File: src/hdl/assert_macros.svh
// Assertion macros shared by the RTL of the pulse capture block.
// Each macro expands to one labeled concurrent assertion reporting by $error.
`ifndef ASSERT_MACROS_SVH
`define ASSERT_MACROS_SVH

// Same-cycle implication, disabled while reset is asserted
`define RPCS_ASSERT_IMP(lbl, clk, rstn, ante, cons, msg) \
	lbl: assert property (@(posedge clk) disable iff (!(rstn)) (ante) |-> (cons)) \
		else $error(msg);

// Next-cycle implication, disabled while reset is asserted
`define RPCS_ASSERT_NXT(lbl, clk, rstn, ante, cons, msg) \
	lbl: assert property (@(posedge clk) disable iff (!(rstn)) (ante) |=> (cons)) \
		else $error(msg);

`endif

File: src/hdl/rpcs_pkg.sv
// Package of the RC pulse capture block: sizes, constants, codes and types.
// No dependencies; rpcs_if, rpcs_div and the top level import it.
`timescale 1ns / 1ps
`default_nettype none

package rpcs_pkg;

	// Structure
	localparam int CHANNELS     = 8;
	localparam int COUNTER_BITS = 16;
	localparam int CH_W         = (CHANNELS > 1) ? $clog2(CHANNELS) : 1;
	localparam int WID_W        = COUNTER_BITS + 1;

	// Field widths
	localparam int CH_FIELD_W = 3;
	localparam int CNT_W      = 16;
	localparam int TPU_W      = 8;
	localparam int USED_W     = 4;
	localparam int VAL_W      = 11;
	localparam int CFG_IDX_W  = 2;
	localparam int CFG_DATA_W = 16;

	// Memory entry: rise time above, last width below
	localparam int ENTRY_W = CNT_W + WID_W;

	// Scaling constants
	localparam int OFFSET_US = 880;
	// 8*d/5 reaches 2048 at this d, so this d and larger saturate
	localparam int SAT_D     = 1280;
	localparam int SAT_D_W   = 11;
	localparam int X8_W      = SAT_D_W + 3;
	localparam int RECIP_SH  = 18;
	localparam logic [15:0] RECIP_5 = 16'd52429;
	localparam int PROD_W    = X8_W + 16;
	localparam logic [VAL_W-1:0] VALUE_MAX    = 11'd2047;
	localparam logic [VAL_W-1:0] UNUSED_VALUE = 11'd1025;

	// Reset values of the registers
	localparam logic [TPU_W-1:0]  TPU_RST  = 8'd1;
	localparam logic [CNT_W-1:0]  TMAX_RST = 16'hFFFF;
	localparam logic [USED_W-1:0] USED_RST = 4'd8;

	// Request codes
	localparam logic REQ_EDGE = 1'b0;
	localparam logic REQ_READ = 1'b1;

	// Register indexes
	typedef enum logic [CFG_IDX_W-1:0] {
		CFG_TPU  = 2'd0,
		CFG_TMAX = 2'd1,
		CFG_USED = 2'd2
	} cfg_idx_t;

	// Sequencer states
	typedef enum logic [2:0] {
		ST_IDLE,
		ST_READ,
		ST_DIV,
		ST_SCALE,
		ST_EMIT
	} state_t;

	// Divider status
	typedef struct packed {
		logic busy;
		logic done;
	} div_stat_t;

endpackage

`default_nettype wire

File: src/hdl/rpcs_if.sv
// Valid/ready channel interfaces of the pulse capture block.
// Depends on rpcs_pkg for the field widths.
`timescale 1ns / 1ps
`default_nettype none

interface rpcs_in_if;
	import rpcs_pkg::*;
	logic                  valid;
	logic                  ready;
	logic                  req_type;
	logic [CH_FIELD_W-1:0] channel;
	logic [CNT_W-1:0]      capture_time;

	modport source(output valid, req_type, channel, capture_time, input ready);
	modport sink(input valid, req_type, channel, capture_time, output ready);
endinterface

interface rpcs_out_if;
	import rpcs_pkg::*;
	logic                  valid;
	logic                  ready;
	logic [CH_FIELD_W-1:0] out_channel;
	logic [VAL_W-1:0]      value;
	logic                  fresh;

	modport source(output valid, out_channel, value, fresh, input ready);
	modport sink(input valid, out_channel, value, fresh, output ready);
endinterface

`default_nettype wire

File: src/hdl/rpcs_ram.sv
// Generic single-port-write, single-port-read RAM with registered read data.
// No dependencies.
`timescale 1ns / 1ps
`default_nettype none

module rpcs_ram #(
	parameter int DEPTH = 8,
	parameter int WIDTH = 33
) (
	input  wire logic                                       clk,
	input  wire logic                                       we,
	input  wire logic [((DEPTH > 1) ? $clog2(DEPTH) : 1)-1:0] waddr,
	input  wire logic [WIDTH-1:0]                           wdata,
	input  wire logic [((DEPTH > 1) ? $clog2(DEPTH) : 1)-1:0] raddr,
	output logic      [WIDTH-1:0]                           rdata
);

	logic [WIDTH-1:0] mem [DEPTH];

	// Write port
	always_ff @(posedge clk) begin
		if (we) begin
			mem[waddr] <= wdata;
		end
	end

	// Registered read port
	always_ff @(posedge clk) begin
		rdata <= mem[raddr];
	end

endmodule

`default_nettype wire

File: src/hdl/rpcs_div.sv
// Restoring divider, one quotient bit per cycle: pulse width by ticks per microsecond.
// Depends on rpcs_pkg.
`timescale 1ns / 1ps
`default_nettype none

module rpcs_div (
	input  wire logic                     clk,
	input  wire logic                     arst_n,
	input  wire logic                     start,
	input  wire logic [rpcs_pkg::WID_W-1:0] dividend,
	input  wire logic [rpcs_pkg::TPU_W-1:0] divisor,
	output rpcs_pkg::div_stat_t           stat,
	output logic      [rpcs_pkg::WID_W-1:0] quotient
);
	import rpcs_pkg::*;

	localparam int CNT_BITS = $clog2(WID_W + 1);

	logic [CNT_BITS-1:0] cnt_q;
	logic                done_q;
	logic [WID_W-1:0]    dq_q;
	logic [TPU_W-1:0]    rem_q;
	logic [TPU_W-1:0]    div_q;
	logic [TPU_W:0]      rem_sh;
	logic [TPU_W:0]      diff;
	logic                ge;

	// One trial subtraction
	always_comb begin
		rem_sh = {rem_q, dq_q[WID_W-1]};
		diff   = rem_sh - {1'b0, div_q};
		ge     = rem_sh >= {1'b0, div_q};
	end

	// Control: step counter and done pulse
	always_ff @(posedge clk or negedge arst_n) begin
		if (!arst_n) begin
			cnt_q  <= '0;
			done_q <= 1'b0;
		end else begin
			done_q <= 1'b0;
			if (start) begin
				cnt_q <= CNT_BITS'(WID_W);
			end else if (cnt_q != '0) begin
				cnt_q <= cnt_q - CNT_BITS'(1);
				if (cnt_q == CNT_BITS'(1)) begin
					done_q <= 1'b1;
				end
			end
		end
	end

	// Datapath: zero divisor is taken as one
	always_ff @(posedge clk) begin
		if (start) begin
			dq_q  <= dividend;
			rem_q <= '0;
			div_q <= (divisor == '0) ? TPU_W'(1) : divisor;
		end else if (cnt_q != '0) begin
			dq_q  <= {dq_q[WID_W-2:0], ge};
			rem_q <= ge ? diff[TPU_W-1:0] : rem_sh[TPU_W-1:0];
		end
	end

	assign stat.busy = cnt_q != '0;
	assign stat.done = done_q;
	assign quotient  = dq_q;

endmodule

`default_nettype wire

File: src/hdl/rc_pwm_capture_to_sbus_value_top.sv
// Top level of the RC pulse capture block: sequencer, channel memory, scaling.
// Depends on rpcs_pkg, rpcs_if, rpcs_ram, rpcs_div and assert_macros.svh.
//
// Usage:
// - in_ch carries capture events (req_type 0: channel, counter value) and
//   read requests (req_type 1: channel). Events alternate per channel between
//   rising and falling edge; a falling edge stores the pulse width in ticks.
// - out_ch returns one transaction per read: channel, scaled value 0..2047
//   ((width/ticks_per_us - 880) * 8/5, clamped), and fresh. An unseen channel
//   reads 0, a channel at or above used_channels reads 1025.
// - Configuration is written through cfg_we/cfg_idx/cfg_wdata while idle.
// - One item is processed at a time. A capture event is applied in ST_READ.
//   A read of an unseen or unused channel passes ST_READ and ST_EMIT into the
//   output register; a read of a seen channel passes ST_READ, ST_DIV, ST_SCALE
//   and ST_EMIT, the bit-serial divider delivering one quotient bit per cycle.
//   The next transaction is accepted in the cycle after the result loads.
// - Channel state sits in a small RAM whose data arrives in the cycle after
//   acceptance; phase, seen and entry-valid flags are flip-flops cleared by
//   reset, so the block is ready right after reset with no clearing pass.
// - A stalled receiver holds the result in the output register; the next
//   item is still accepted and waits only when its own result is ready.
`timescale 1ns / 1ps
`default_nettype none
`include "assert_macros.svh"

module rc_pwm_capture_to_sbus_value_top (
	input  wire logic                            clk,
	input  wire logic                            arst_n,
	rpcs_in_if.sink                              in_ch,
	rpcs_out_if.source                           out_ch,
	input  wire logic                            cfg_we,
	input  wire logic [rpcs_pkg::CFG_IDX_W-1:0]  cfg_idx,
	input  wire logic [rpcs_pkg::CFG_DATA_W-1:0] cfg_wdata
);
	import rpcs_pkg::*;

	// Configuration
	logic [TPU_W-1:0]  tpu_q;
	logic [CNT_W-1:0]  tmax_q;
	logic [USED_W-1:0] used_q;

	// Sequencer and latched request
	state_t                state_q, state_d;
	logic                  req_q;
	logic [CH_FIELD_W-1:0] ch_q;
	logic [CNT_W-1:0]      t_q;
	logic [CH_W-1:0]       idx;
	logic                  in_range;
	logic                  unused_ch;

	// Per-channel flags
	logic [CHANNELS-1:0] phase_q;
	logic [CHANNELS-1:0] seen_q;
	logic [CHANNELS-1:0] wvalid_q;

	// Memory access
	logic               mem_we;
	logic [ENTRY_W-1:0] mem_wdata;
	logic [ENTRY_W-1:0] mem_rdata;
	logic [ENTRY_W-1:0] entry;
	logic [CNT_W-1:0]   rise;
	logic [WID_W-1:0]   width_old;
	logic [WID_W-1:0]   width_new;

	// Divider and scaling
	logic             div_start;
	div_stat_t        div_stat;
	logic [WID_W-1:0] quot;
	logic             short_p;
	logic             long_p;
	logic [SAT_D_W-1:0] d_low;
	logic [X8_W-1:0]    x8;
	logic [PROD_W-1:0]  prod;
	logic [VAL_W-1:0]   scaled;

	// Result and output registers
	logic [VAL_W-1:0]      res_val_q;
	logic                  res_fresh_q;
	logic                  out_load;
	logic                  out_valid_q;
	logic [CH_FIELD_W-1:0] out_ch_q;
	logic [VAL_W-1:0]      out_val_q;
	logic                  out_fresh_q;

	// Configuration writes
	always_ff @(posedge clk or negedge arst_n) begin
		if (!arst_n) begin
			tpu_q  <= TPU_RST;
			tmax_q <= TMAX_RST;
			used_q <= USED_RST;
		end else if (cfg_we) begin
			unique case (cfg_idx)
				CFG_TPU:  tpu_q  <= cfg_wdata[TPU_W-1:0];
				CFG_TMAX: tmax_q <= cfg_wdata[CNT_W-1:0];
				CFG_USED: used_q <= cfg_wdata[USED_W-1:0];
				default:  ;
			endcase
		end
	end

	// Latch the accepted request
	always_ff @(posedge clk) begin
		if (in_ch.valid && in_ch.ready) begin
			req_q <= in_ch.req_type;
			ch_q  <= in_ch.channel;
			t_q   <= in_ch.capture_time;
		end
	end

	assign idx       = CH_W'(ch_q);
	assign in_range  = int'(ch_q) < CHANNELS;
	assign unused_ch = (USED_W'(ch_q) >= used_q) || !in_range;

	// Channel memory: rise time and last width
	rpcs_ram #(
		.DEPTH(CHANNELS),
		.WIDTH(ENTRY_W)
	) u_ram (
		.clk  (clk),
		.we   (mem_we),
		.waddr(idx),
		.wdata(mem_wdata),
		.raddr(CH_W'(in_ch.channel)),
		.rdata(mem_rdata)
	);

	// Entry decode; a never written entry reads as zero
	always_comb begin
		entry     = wvalid_q[idx] ? mem_rdata : '0;
		rise      = entry[WID_W +: CNT_W];
		width_old = entry[WID_W-1:0];
		if (rise < t_q) begin
			width_new = WID_W'(t_q) - WID_W'(rise);
		end else begin
			width_new = {1'b0, tmax_q} - {1'b0, rise} + {1'b0, t_q} + WID_W'(1);
		end
	end

	// Bit-serial divider
	rpcs_div u_div (
		.clk     (clk),
		.arst_n  (arst_n),
		.start   (div_start),
		.dividend(width_old),
		.divisor (tpu_q),
		.stat    (div_stat),
		.quotient(quot)
	);

	// Offset, saturate, and multiply by 8/5 through a reciprocal
	always_comb begin
		short_p = int'(quot) < OFFSET_US;
		long_p  = int'(quot) >= (OFFSET_US + SAT_D);
		d_low   = SAT_D_W'(quot - WID_W'(OFFSET_US));
		x8      = {d_low, 3'b000};
		prod    = PROD_W'(x8) * PROD_W'(RECIP_5);
		if (short_p) begin
			scaled = '0;
		end else if (long_p) begin
			scaled = VALUE_MAX;
		end else begin
			scaled = prod[RECIP_SH +: VAL_W];
		end
	end

	// State register
	always_ff @(posedge clk or negedge arst_n) begin
		if (!arst_n) begin
			state_q <= ST_IDLE;
		end else begin
			state_q <= state_d;
		end
	end

	// Next state and control
	always_comb begin
		state_d     = state_q;
		in_ch.ready = 1'b0;
		mem_we      = 1'b0;
		mem_wdata   = {rise, width_new};
		div_start   = 1'b0;
		out_load    = 1'b0;
		unique case (state_q)
			ST_IDLE: begin
				in_ch.ready = 1'b1;
				if (in_ch.valid) begin
					state_d = ST_READ;
				end
			end
			ST_READ: begin
				if (req_q == REQ_EDGE) begin
					mem_we = in_range;
					if (!phase_q[idx]) begin
						mem_wdata = {t_q, width_old};
					end
					state_d = ST_IDLE;
				end else if (!unused_ch && seen_q[idx]) begin
					div_start = 1'b1;
					state_d   = ST_DIV;
				end else begin
					state_d = ST_EMIT;
				end
			end
			ST_DIV: begin
				if (div_stat.done) begin
					state_d = ST_SCALE;
				end
			end
			ST_SCALE: begin
				state_d = ST_EMIT;
			end
			ST_EMIT: begin
				if (!out_valid_q || out_ch.ready) begin
					out_load = 1'b1;
					state_d  = ST_IDLE;
				end
			end
			default: state_d = ST_IDLE;
		endcase
	end

	// Per-channel flags
	always_ff @(posedge clk or negedge arst_n) begin
		if (!arst_n) begin
			phase_q  <= '0;
			seen_q   <= '0;
			wvalid_q <= '0;
		end else if (state_q == ST_READ && in_range) begin
			if (req_q == REQ_EDGE) begin
				wvalid_q[idx] <= 1'b1;
				phase_q[idx]  <= !phase_q[idx];
				if (!phase_q[idx]) begin
					seen_q[idx] <= 1'b1;
				end
			end else if (!unused_ch) begin
				seen_q[idx] <= 1'b0;
			end
		end
	end

	// Result staging
	always_ff @(posedge clk) begin
		if (state_q == ST_READ) begin
			if (unused_ch) begin
				res_val_q   <= UNUSED_VALUE;
				res_fresh_q <= 1'b0;
			end else begin
				res_val_q   <= '0;
				res_fresh_q <= seen_q[idx];
			end
		end else if (state_q == ST_SCALE) begin
			res_val_q <= scaled;
		end
	end

	// Output register
	always_ff @(posedge clk or negedge arst_n) begin
		if (!arst_n) begin
			out_valid_q <= 1'b0;
		end else if (out_load) begin
			out_valid_q <= 1'b1;
		end else if (out_ch.ready) begin
			out_valid_q <= 1'b0;
		end
	end

	always_ff @(posedge clk) begin
		if (out_load) begin
			out_ch_q    <= ch_q;
			out_val_q   <= res_val_q;
			out_fresh_q <= res_fresh_q;
		end
	end

	assign out_ch.valid       = out_valid_q;
	assign out_ch.out_channel = out_ch_q;
	assign out_ch.value       = out_val_q;
	assign out_ch.fresh       = out_fresh_q;

	// Checks
	`RPCS_ASSERT_NXT(a_accept_reads, clk, arst_n, in_ch.valid && in_ch.ready,
		state_q == ST_READ, "accepted transaction did not enter the memory read")
	`RPCS_ASSERT_IMP(a_we_edge_only, clk, arst_n, mem_we,
		state_q == ST_READ && req_q == REQ_EDGE, "memory written outside an edge update")
	`RPCS_ASSERT_IMP(a_div_running, clk, arst_n, state_q == ST_DIV && !div_stat.done,
		div_stat.busy, "waiting on divider that is not running")
	`RPCS_ASSERT_IMP(a_fresh_used, clk, arst_n, out_valid_q && out_fresh_q,
		USED_W'(out_ch_q) < used_q, "fresh result on an unused channel")

endmodule

`default_nettype wire
File: src/flat_wrapper.sv
// flat-port wrapper written by rule: the top's interface ports become plain ports
module rc_pwm_capture_to_sbus_value_top_flat import rpcs_pkg::*;
  (clk, arst_n, cfg_we, cfg_idx, cfg_wdata, in_ch_valid, in_ch_req_type, in_ch_channel, in_ch_capture_time, in_ch_ready, out_ch_valid, out_ch_out_channel, out_ch_value, out_ch_fresh, out_ch_ready);
  rpcs_in_if in_ch_i ();
  rpcs_out_if out_ch_i ();
  input  wire logic clk;
  input  wire logic arst_n;
  input  wire logic cfg_we;
  input  wire logic [rpcs_pkg::CFG_IDX_W-1:0] cfg_idx;
  input  wire logic [rpcs_pkg::CFG_DATA_W-1:0] cfg_wdata;
  input wire logic [$bits(in_ch_i.valid)-1:0] in_ch_valid;
  input wire logic [$bits(in_ch_i.req_type)-1:0] in_ch_req_type;
  input wire logic [$bits(in_ch_i.channel)-1:0] in_ch_channel;
  input wire logic [$bits(in_ch_i.capture_time)-1:0] in_ch_capture_time;
  output wire logic [$bits(in_ch_i.ready)-1:0] in_ch_ready;
  output wire logic [$bits(out_ch_i.valid)-1:0] out_ch_valid;
  output wire logic [$bits(out_ch_i.out_channel)-1:0] out_ch_out_channel;
  output wire logic [$bits(out_ch_i.value)-1:0] out_ch_value;
  output wire logic [$bits(out_ch_i.fresh)-1:0] out_ch_fresh;
  input wire logic [$bits(out_ch_i.ready)-1:0] out_ch_ready;
  assign in_ch_i.valid = in_ch_valid;
  assign in_ch_i.req_type = in_ch_req_type;
  assign in_ch_i.channel = in_ch_channel;
  assign in_ch_i.capture_time = in_ch_capture_time;
  assign in_ch_ready = in_ch_i.ready;
  assign out_ch_valid = out_ch_i.valid;
  assign out_ch_out_channel = out_ch_i.out_channel;
  assign out_ch_value = out_ch_i.value;
  assign out_ch_fresh = out_ch_i.fresh;
  assign out_ch_i.ready = out_ch_ready;
  rc_pwm_capture_to_sbus_value_top u_core (.clk(clk), .arst_n(arst_n), .in_ch(in_ch_i), .out_ch(out_ch_i), .cfg_we(cfg_we), .cfg_idx(cfg_idx), .cfg_wdata(cfg_wdata));
endmodule
File: config.mk
export PLATFORM = sky130hd
export DESIGN_NAME = rc_pwm_capture_to_sbus_value_top_flat
export DESIGN_NICKNAME = d
export VERILOG_FILES = /design/src/hdl/rpcs_pkg.sv /design/src/hdl/rpcs_if.sv /design/src/hdl/rpcs_ram.sv /design/src/hdl/rpcs_div.sv /design/src/hdl/rc_pwm_capture_to_sbus_value_top.sv /design/src/flat_wrapper.sv
export VERILOG_INCLUDE_DIRS = /design/src /design/src/hdl
export SDC_FILE = /design/constraint.sdc
export NUM_CORES = 1
export LEC_CHECK = 0
export ABC_AREA = 1
export BUFFER_PORTS_ARGS = -buffer_cell sky130_fd_sc_hd__buf_2
export CAP_MARGIN = 30
export CORE_AREA = 2 2 218 220
export DETAILED_ROUTE_END_ITERATION = 10
export DIE_AREA = 0 0 220 222
export PLACE_DENSITY = 0.66
export REMOVE_ABC_BUFFERS = 1
export SLEW_MARGIN = 10
export SYNTH_ARGS = -nofsm -noshare
export SYNTH_HDL_FRONTEND = slang
export SYNTH_SLANG_ARGS = --single-unit
export TNS_END_PERCENT = 50
File: constraint.sdc
create_clock -name clk -period 9.39 [get_ports clk]
set_input_delay 1.4085 -clock clk [delete_from_list [all_inputs] [get_ports clk]]
set_output_delay 1.4085 -clock clk [all_outputs]
set_load 0.01 [all_outputs]
# Word level (Yosys, flattened, before mapping)
# Memory sizes are Yosys's and may differ from the RTL's. A register that Yosys moved wholly into a read port is not among the register bits.
# Cells that the tools add are included.
[word_totals] regBits=142 mem_bits_rw=264 word_cells=122 memories=1
[mem_list] name="u_core.u_ram.mem" words=8 word_bits=33 rd=1 rd_clocked_by_memory_dff=1 write_ports=1 line="rpcs_ram.sv:18" text="logic [WIDTH-1:0] mem [DEPTH];"
[op_classes] n_addsub=7 n_mul=1 magnitude_cmp=7 eq_ne=12 n_mux=48 bitwise=5 reduce_logical=20
[ops] cell="2-to-1 mux 33 bit" n=4
[ops] cell="2-to-1 mux 11 bit" n=5
[ops] cell="2-to-1 mux 17 bit" n=3
[ops] cell="subtractor 16 x 16 -> 17 bit" n=2
[ops] cell="2-to-1 mux 8 bit" n=4
[ops] cell="multiplier 11 x 16 -> 26 bit, second input constant" n=1
[ops] cell="2-to-1 mux 1 bit" n=19
[ops] cell="adder 17 x 1 -> 17 bit, second input constant" n=1
[ops] cell="adder 17 x 16 -> 17 bit" n=1
[ops] cell=">= comparator 17 x 12 -> 1 bit, second input constant" n=1
[ops] cell="< comparator 17 x 10 -> 1 bit, second input constant" n=1
[ops] cell="< comparator 16 bit" n=1
[ops] cell="OR 8 bit" n=2
[ops] cell="2-to-1 mux 3 bit" n=5
[ops] cell="one-hot mux 3 bit (5 select lines)" n=1
[ops] cell="subtractor 11 x 10 -> 11 bit, second input constant" n=1
[ops] cell="2-to-1 mux 5 bit" n=2
[ops] cell="binary-select mux 1 bit (select 3 bit)" n=3
[ops] cell=">= comparator 9 x 8 -> 1 bit" n=1
[ops] cell="bitwise AND 8 bit" n=1
[ops] cell="bitwise mux 8 bit" n=1
[ops] cell="logical NOT 8 bit" n=1
[ops] cell="inverter 8 bit" n=1
[ops] cell="AND reduction 2 bit" n=4
[ops] cell="23 further kinds" n=34

# Logic depth before layout (Yosys ltp)
[depth] depth_word=10 ltp_mapped=27 depth_no_buf=27

# By module
# Synthesis repeated with hierarchy kept, for this count alone.
[unflattened] hier_cells=2989 hier_area_um2=25186.7
[modules_own_cells] mod="rpcs_ram" n_inst=1 cells_per_inst=1192 area_per_inst_um2=12226.7
[modules_own_cells] mod="rc_pwm_capture_to_sbus_value_top" n_inst=1 cells_per_inst=1545 area_per_inst_um2=10806.6
[modules_own_cells] mod="rpcs_div" n_inst=1 cells_per_inst=252 area_per_inst_um2=2153.3

# Worst setup path after synthesis
# Ideal clock, no wire load.
[synth_timing] path_type="register to register" start="register u_core.u_div.dq_q[4] (netlist: u_core.u_div.quotient[4])" end="register u_core.res_val_q[2] (data pin)" setup_time_ns=0.255 arrival_ns=4.696 t_required_ns=9.135 setup_slack_ns=4.439 path_stages_with_launch=24 n_path_buf=0 period_less_slack_ns=4.951 path_cell_list="edfxtp_1 > ha_1 > nand2_1 > nand2_1 > nand2_1 > xor2_1 > nor2_1 > or2_2 > inv_1 > fa_1 > fa_1 > fa_1 > fa_1 > inv_1 > ha_1 > a21oi_1 > inv_1 > nor2_1 > nand2_1 > o21bai_1 > nand2_1 > nand2_1 > o21ai_0 > inv_1"
[synth_via] elab_chain_cells=6
[synth_rtl] element="start, declared" line="rpcs_div.sv:21" text="logic [WID_W-1:0] dq_q;"
[synth_rtl] element="start signal, assigned" line="rpcs_div.sv:56" text="dq_q <= dividend;"
[synth_rtl] element="start signal, assigned" line="rpcs_div.sv:60" text="dq_q <= {dq_q[WID_W-2:0], ge};"
[synth_rtl] element="subtractor 11 x 10 -> 11 bit" line="rc_pwm_capture_to_sbus_value_top.sv:154" text="d_low = SAT_D_W'(quot - WID_W'(OFFSET_US));"
[synth_rtl] element="multiplier 11 x 16 -> 26 bit" line="rc_pwm_capture_to_sbus_value_top.sv:156" text="prod = PROD_W'(x8) * PROD_W'(RECIP_5);"
[synth_rtl] element="2-to-1 mux 11 bit" line="rc_pwm_capture_to_sbus_value_top.sv:159" text="end else if (long_p) begin"
[synth_rtl] element="2-to-1 mux 11 bit *" line="rc_pwm_capture_to_sbus_value_top.sv:157" text="if (short_p) begin"
[synth_rtl] element="2-to-1 mux 11 bit *" line="rc_pwm_capture_to_sbus_value_top.sv:251" text="end else if (state_q == ST_SCALE) begin"
[synth_rtl] element="2-to-1 mux 11 bit *" line="rc_pwm_capture_to_sbus_value_top.sv:243" text="if (state_q == ST_READ) begin"
[synth_rtl] element="end signal, assigned" line="rc_pwm_capture_to_sbus_value_top.sv:252" text="res_val_q <= scaled;"
[synth_rtl] element="end, declared" line="rc_pwm_capture_to_sbus_value_top.sv:77" text="logic [VAL_W-1:0] res_val_q;"
# Mark *: on every way between the ends. The rest lies on a longest branch, timed or not. The select of a mux whose other input is x is not followed.
# A chain may end at the register's enable or synchronous reset.

# Worst setup path in the final report
[layout_timing] start="register u_core.u_div.dq_q[4] (netlist: u_core.u_div.quotient[4])" end="register u_core.res_val_q[0] (data pin)"
# Same word-level chain as after synthesis.

==> metrics.cfg <==
[global_route]
antenna_found_initial=0
grt_max_degree=81
grt.total_usage_pct=22.78
grt_pass1_wl_mm=86.80
grt_pass1_vias=16240
grt_overflow_total=0

[synthesis]
yosys_warnings=0
synth_top_area_share_pct=43.84
syn_inst=2406
yosysMostFrequentCell=nand2_1
synth_area_leaders=edfxtp_1 44%, nand2_1 6.5%, ha_1 6.4%, nor2_1 5.9%, inv_1 5.1%
ys_seq_elements=439
synthArstFlopShare_pct=14.12
syn_avg_cell_area_sq_um=9.566
synthesis.area_sq_um=23020
synth_cell_type_count=46
ys_top_cells_by_count=400 x nand2_1, 360 x nor2_1, 336 x edfxtp_1
synth_top_cell_by_area=edfxtp_1
synth_edf_count=336
ys.flop_type=edfxtp_1
ys_seq_area_share_pct=54.24

[die]
core_area_sq_um=46260
row_count=79
die_w_um=220
die_y_um=222
start_util_pct=49.75
die_area_sq_um=48840
ios=60

[flow_run]
drv_cap=0

[worst_hold_path]
worstHoldEndpoint=u_core.out_ch.value[3]$_DFFE_PP_
hold_depth=0
hold_start=u_core.res_val_q[3]$_SDFFCE_PP0P_
worstHoldPathType=register to register

[setup_path]
critical_path_class=register to register
arrival_ns=5.64
rr_endpoint=u_core.res_val_q[0]$_DFFE_PP_
crit_path_end_kind=register
ff2ff_setup_slack_ns=4.09
cp_max_fo=4
reg2reg_depth=21
reg2reg_from=u_core.u_div.quotient[4]$_DFFE_PP_
start_kind=register
cp.required_ns=9.73

[route]
wl_per_cell_um=17.86
dr.pass1.iters=5
drc=0
viasPerCell=5.345
drt_wl_total_mm=55.25
drt_iter0_drc=1130
final_antenna_net_count=0
vias=16540

[timing]
fmax_ghz=0.1887
fin_crit_sh_pct=56.45
tightest_slew_ns=0.8760
drv_slew=0
fin_setup_tns_ns=0
rsz0062_at_grt=false
hold_viol_final=0
setup_viol=0
fin_skew_ns=0.02093
slew_headroom_pct=41.60
fin_crit_ns=5.301

[finish]
drive_gt1_share_pct=9.127
antennaDiodeCount=0
nNetsFinal=2664
area_growth_pct=10.87

[cts]
path_clk_slew_ns=0.06
postCtsSetupBuffers=0
clockBufferDepth=3
clock-root-buffer=clkbuf_16
numCtsBuffers=47
worstSkewPairLatency_ns=0.60
cts_resized=0
cts_hold_buf=0
cts_num_sinks=439
cts_tree=yes
htree_levels=2

[outcome]
status=finished, final reports clean

[place]
gp_congestion=0.8992
io_buffer_count=59
dp_hpwl_mm=36.11

[per-layer routing]
| layer | global-route usage (%) | up-vias | wire length, um |
|---|---|---|---|
| li1 | - | 8078 | - |
| met1 | 30.08 | 7909 | 24110 |
| met2 | 39.07 | 446 | 26980 |
| met3 | 2.689 | 103 | 2723 |
| met4 | 7.274 | 0 | 1437 |
| met5 | 0 | - | 0 |
[area by class of cell]
cell class | instances | area (sq um)
fill | 4084 | 20740
sequential | 439 | 12480
multi-input combinational | 1547 | 8927
inverter | 334 | 1257
clock buffer | 55 | 1236
tap | 607 | 759.5
timing repair buffer | 79 | 455.4
clock inverter | 33 | 396.6
[cell usage in the layout, fill, tap and decap left out, types with 8 or more instances in the layout]
cell	count
inv_2	19
o21ai_1	48
buf_4	20
nor3_1	11
buf_2	58
clkinv_2	13
nor2_1	353
dfstp_2	18
dfxtp_1	41
o21ai_0	204
clkbuf_16	47
edfxtp_1	336
dfrtp_1	44
nand3_1	117
inv_1	312
o22ai_1	38
ha_1	118
nand4_1	10
nand2_1	400
or2_2	9
a21oi_1	65
xnor2_1	16
nor2_4	8
a31oi_1	36
a21o_1	8
xor2_1	16
fa_1	55
[cell families (layout without fill, tap and decap cells)]
family / after synthesis / in the layout / share of synthesized area [%]
buf+inv: 420 / 501 / 7.241
xor+xnor: 32 / 32 / 1.218
mux: 1 / 1 / 0.04892
fa+ha+maj: 173 / 173 / 11.20
compound gates: 411 / 411 / 9.611
flops: 439 / 439 / 54.24
simple gates: 930 / 930 / 16.44
[critical path, stage by stage (launching register included)]
cell,delay [ns]
edfxtp_1,0.41
ha_1,0.23
nand2_1,0.08
nand2_1,0.08
nand2_1,0.11
xor2_1,0.31
nor2_1,0.07
or2_2,0.31
inv_1,0.08
fa_1,0.46
fa_1,0.56
fa_1,0.44
fa_1,0.51
inv_1,0.04
ha_1,0.32
a21oi_1,0.26
o21ai_0,0.15
o21bai_1,0.21
nor2_1,0.13
nor2_1,0.05
o21ai_0,0.17
nand2_1,0.06
[per-stage QoR]
stage	area (sq um)	hold slack, ns	util [%]	setup slack, ns	std cells
final	25520	0.4228	55.16	4.090	3094
after global routing	25520	0.4397	55.16	3.656	3094
after CTS	25490	0.4269	55.11	4.041	3092
after detailed placement	23860	0.4136	51.58	4.060	3004
after global placement	23860	0.4018	51.58	4.146	3004
after floorplan	22610	0.4003	-	4.417	2320
[worst max-delay path by stage]
stage	from	end	slack [ns]
2_1_floorplan	u_core.u_div.quotient[4]$_DFFE_PP_	u_core.res_val_q[2]$_SDFFCE_PP0P_	4.42
3_3_place_gp	u_core.u_div.quotient[4]$_DFFE_PP_	u_core.res_val_q[2]$_SDFFCE_PP0P_	4.15
3_5_place_dp	u_core.u_div.quotient[4]$_DFFE_PP_	u_core.res_val_q[2]$_SDFFCE_PP0P_	4.06
4_1_cts	u_core.u_div.quotient[4]$_DFFE_PP_	u_core.res_val_q[2]$_SDFFCE_PP0P_	4.04
5_1_grt	u_core.u_div.quotient[4]$_DFFE_PP_	u_core.res_val_q[10]$_DFFE_PP_	3.66
6_report	u_core.u_div.quotient[4]$_DFFE_PP_	u_core.res_val_q[0]$_DFFE_PP_	4.09
[registers in the layout, indices dropped and copies added, names as in the netlist, 4 cells and up, named ones only]
signal / count
u_core.u_ram.rdata: 33
u_core.used_q: 4
u_core.res_val_q: 11
u_core.u_div.div_q: 8
u_core.out_ch.value: 11
u_core.wvalid_q: 8
u_core.tpu_q: 8
u_core.u_ram.mem: 264
u_core.tmax_q: 16
u_core.u_div.cnt_q: 5
u_core.phase_q: 8
u_core.u_div.quotient: 17
u_core.t_q: 16
u_core.u_div.rem_q: 8
Power is left out: the tool's default activity adds up to more than one toggle a clock period on the data nets, which glitch-free logic cannot reach.
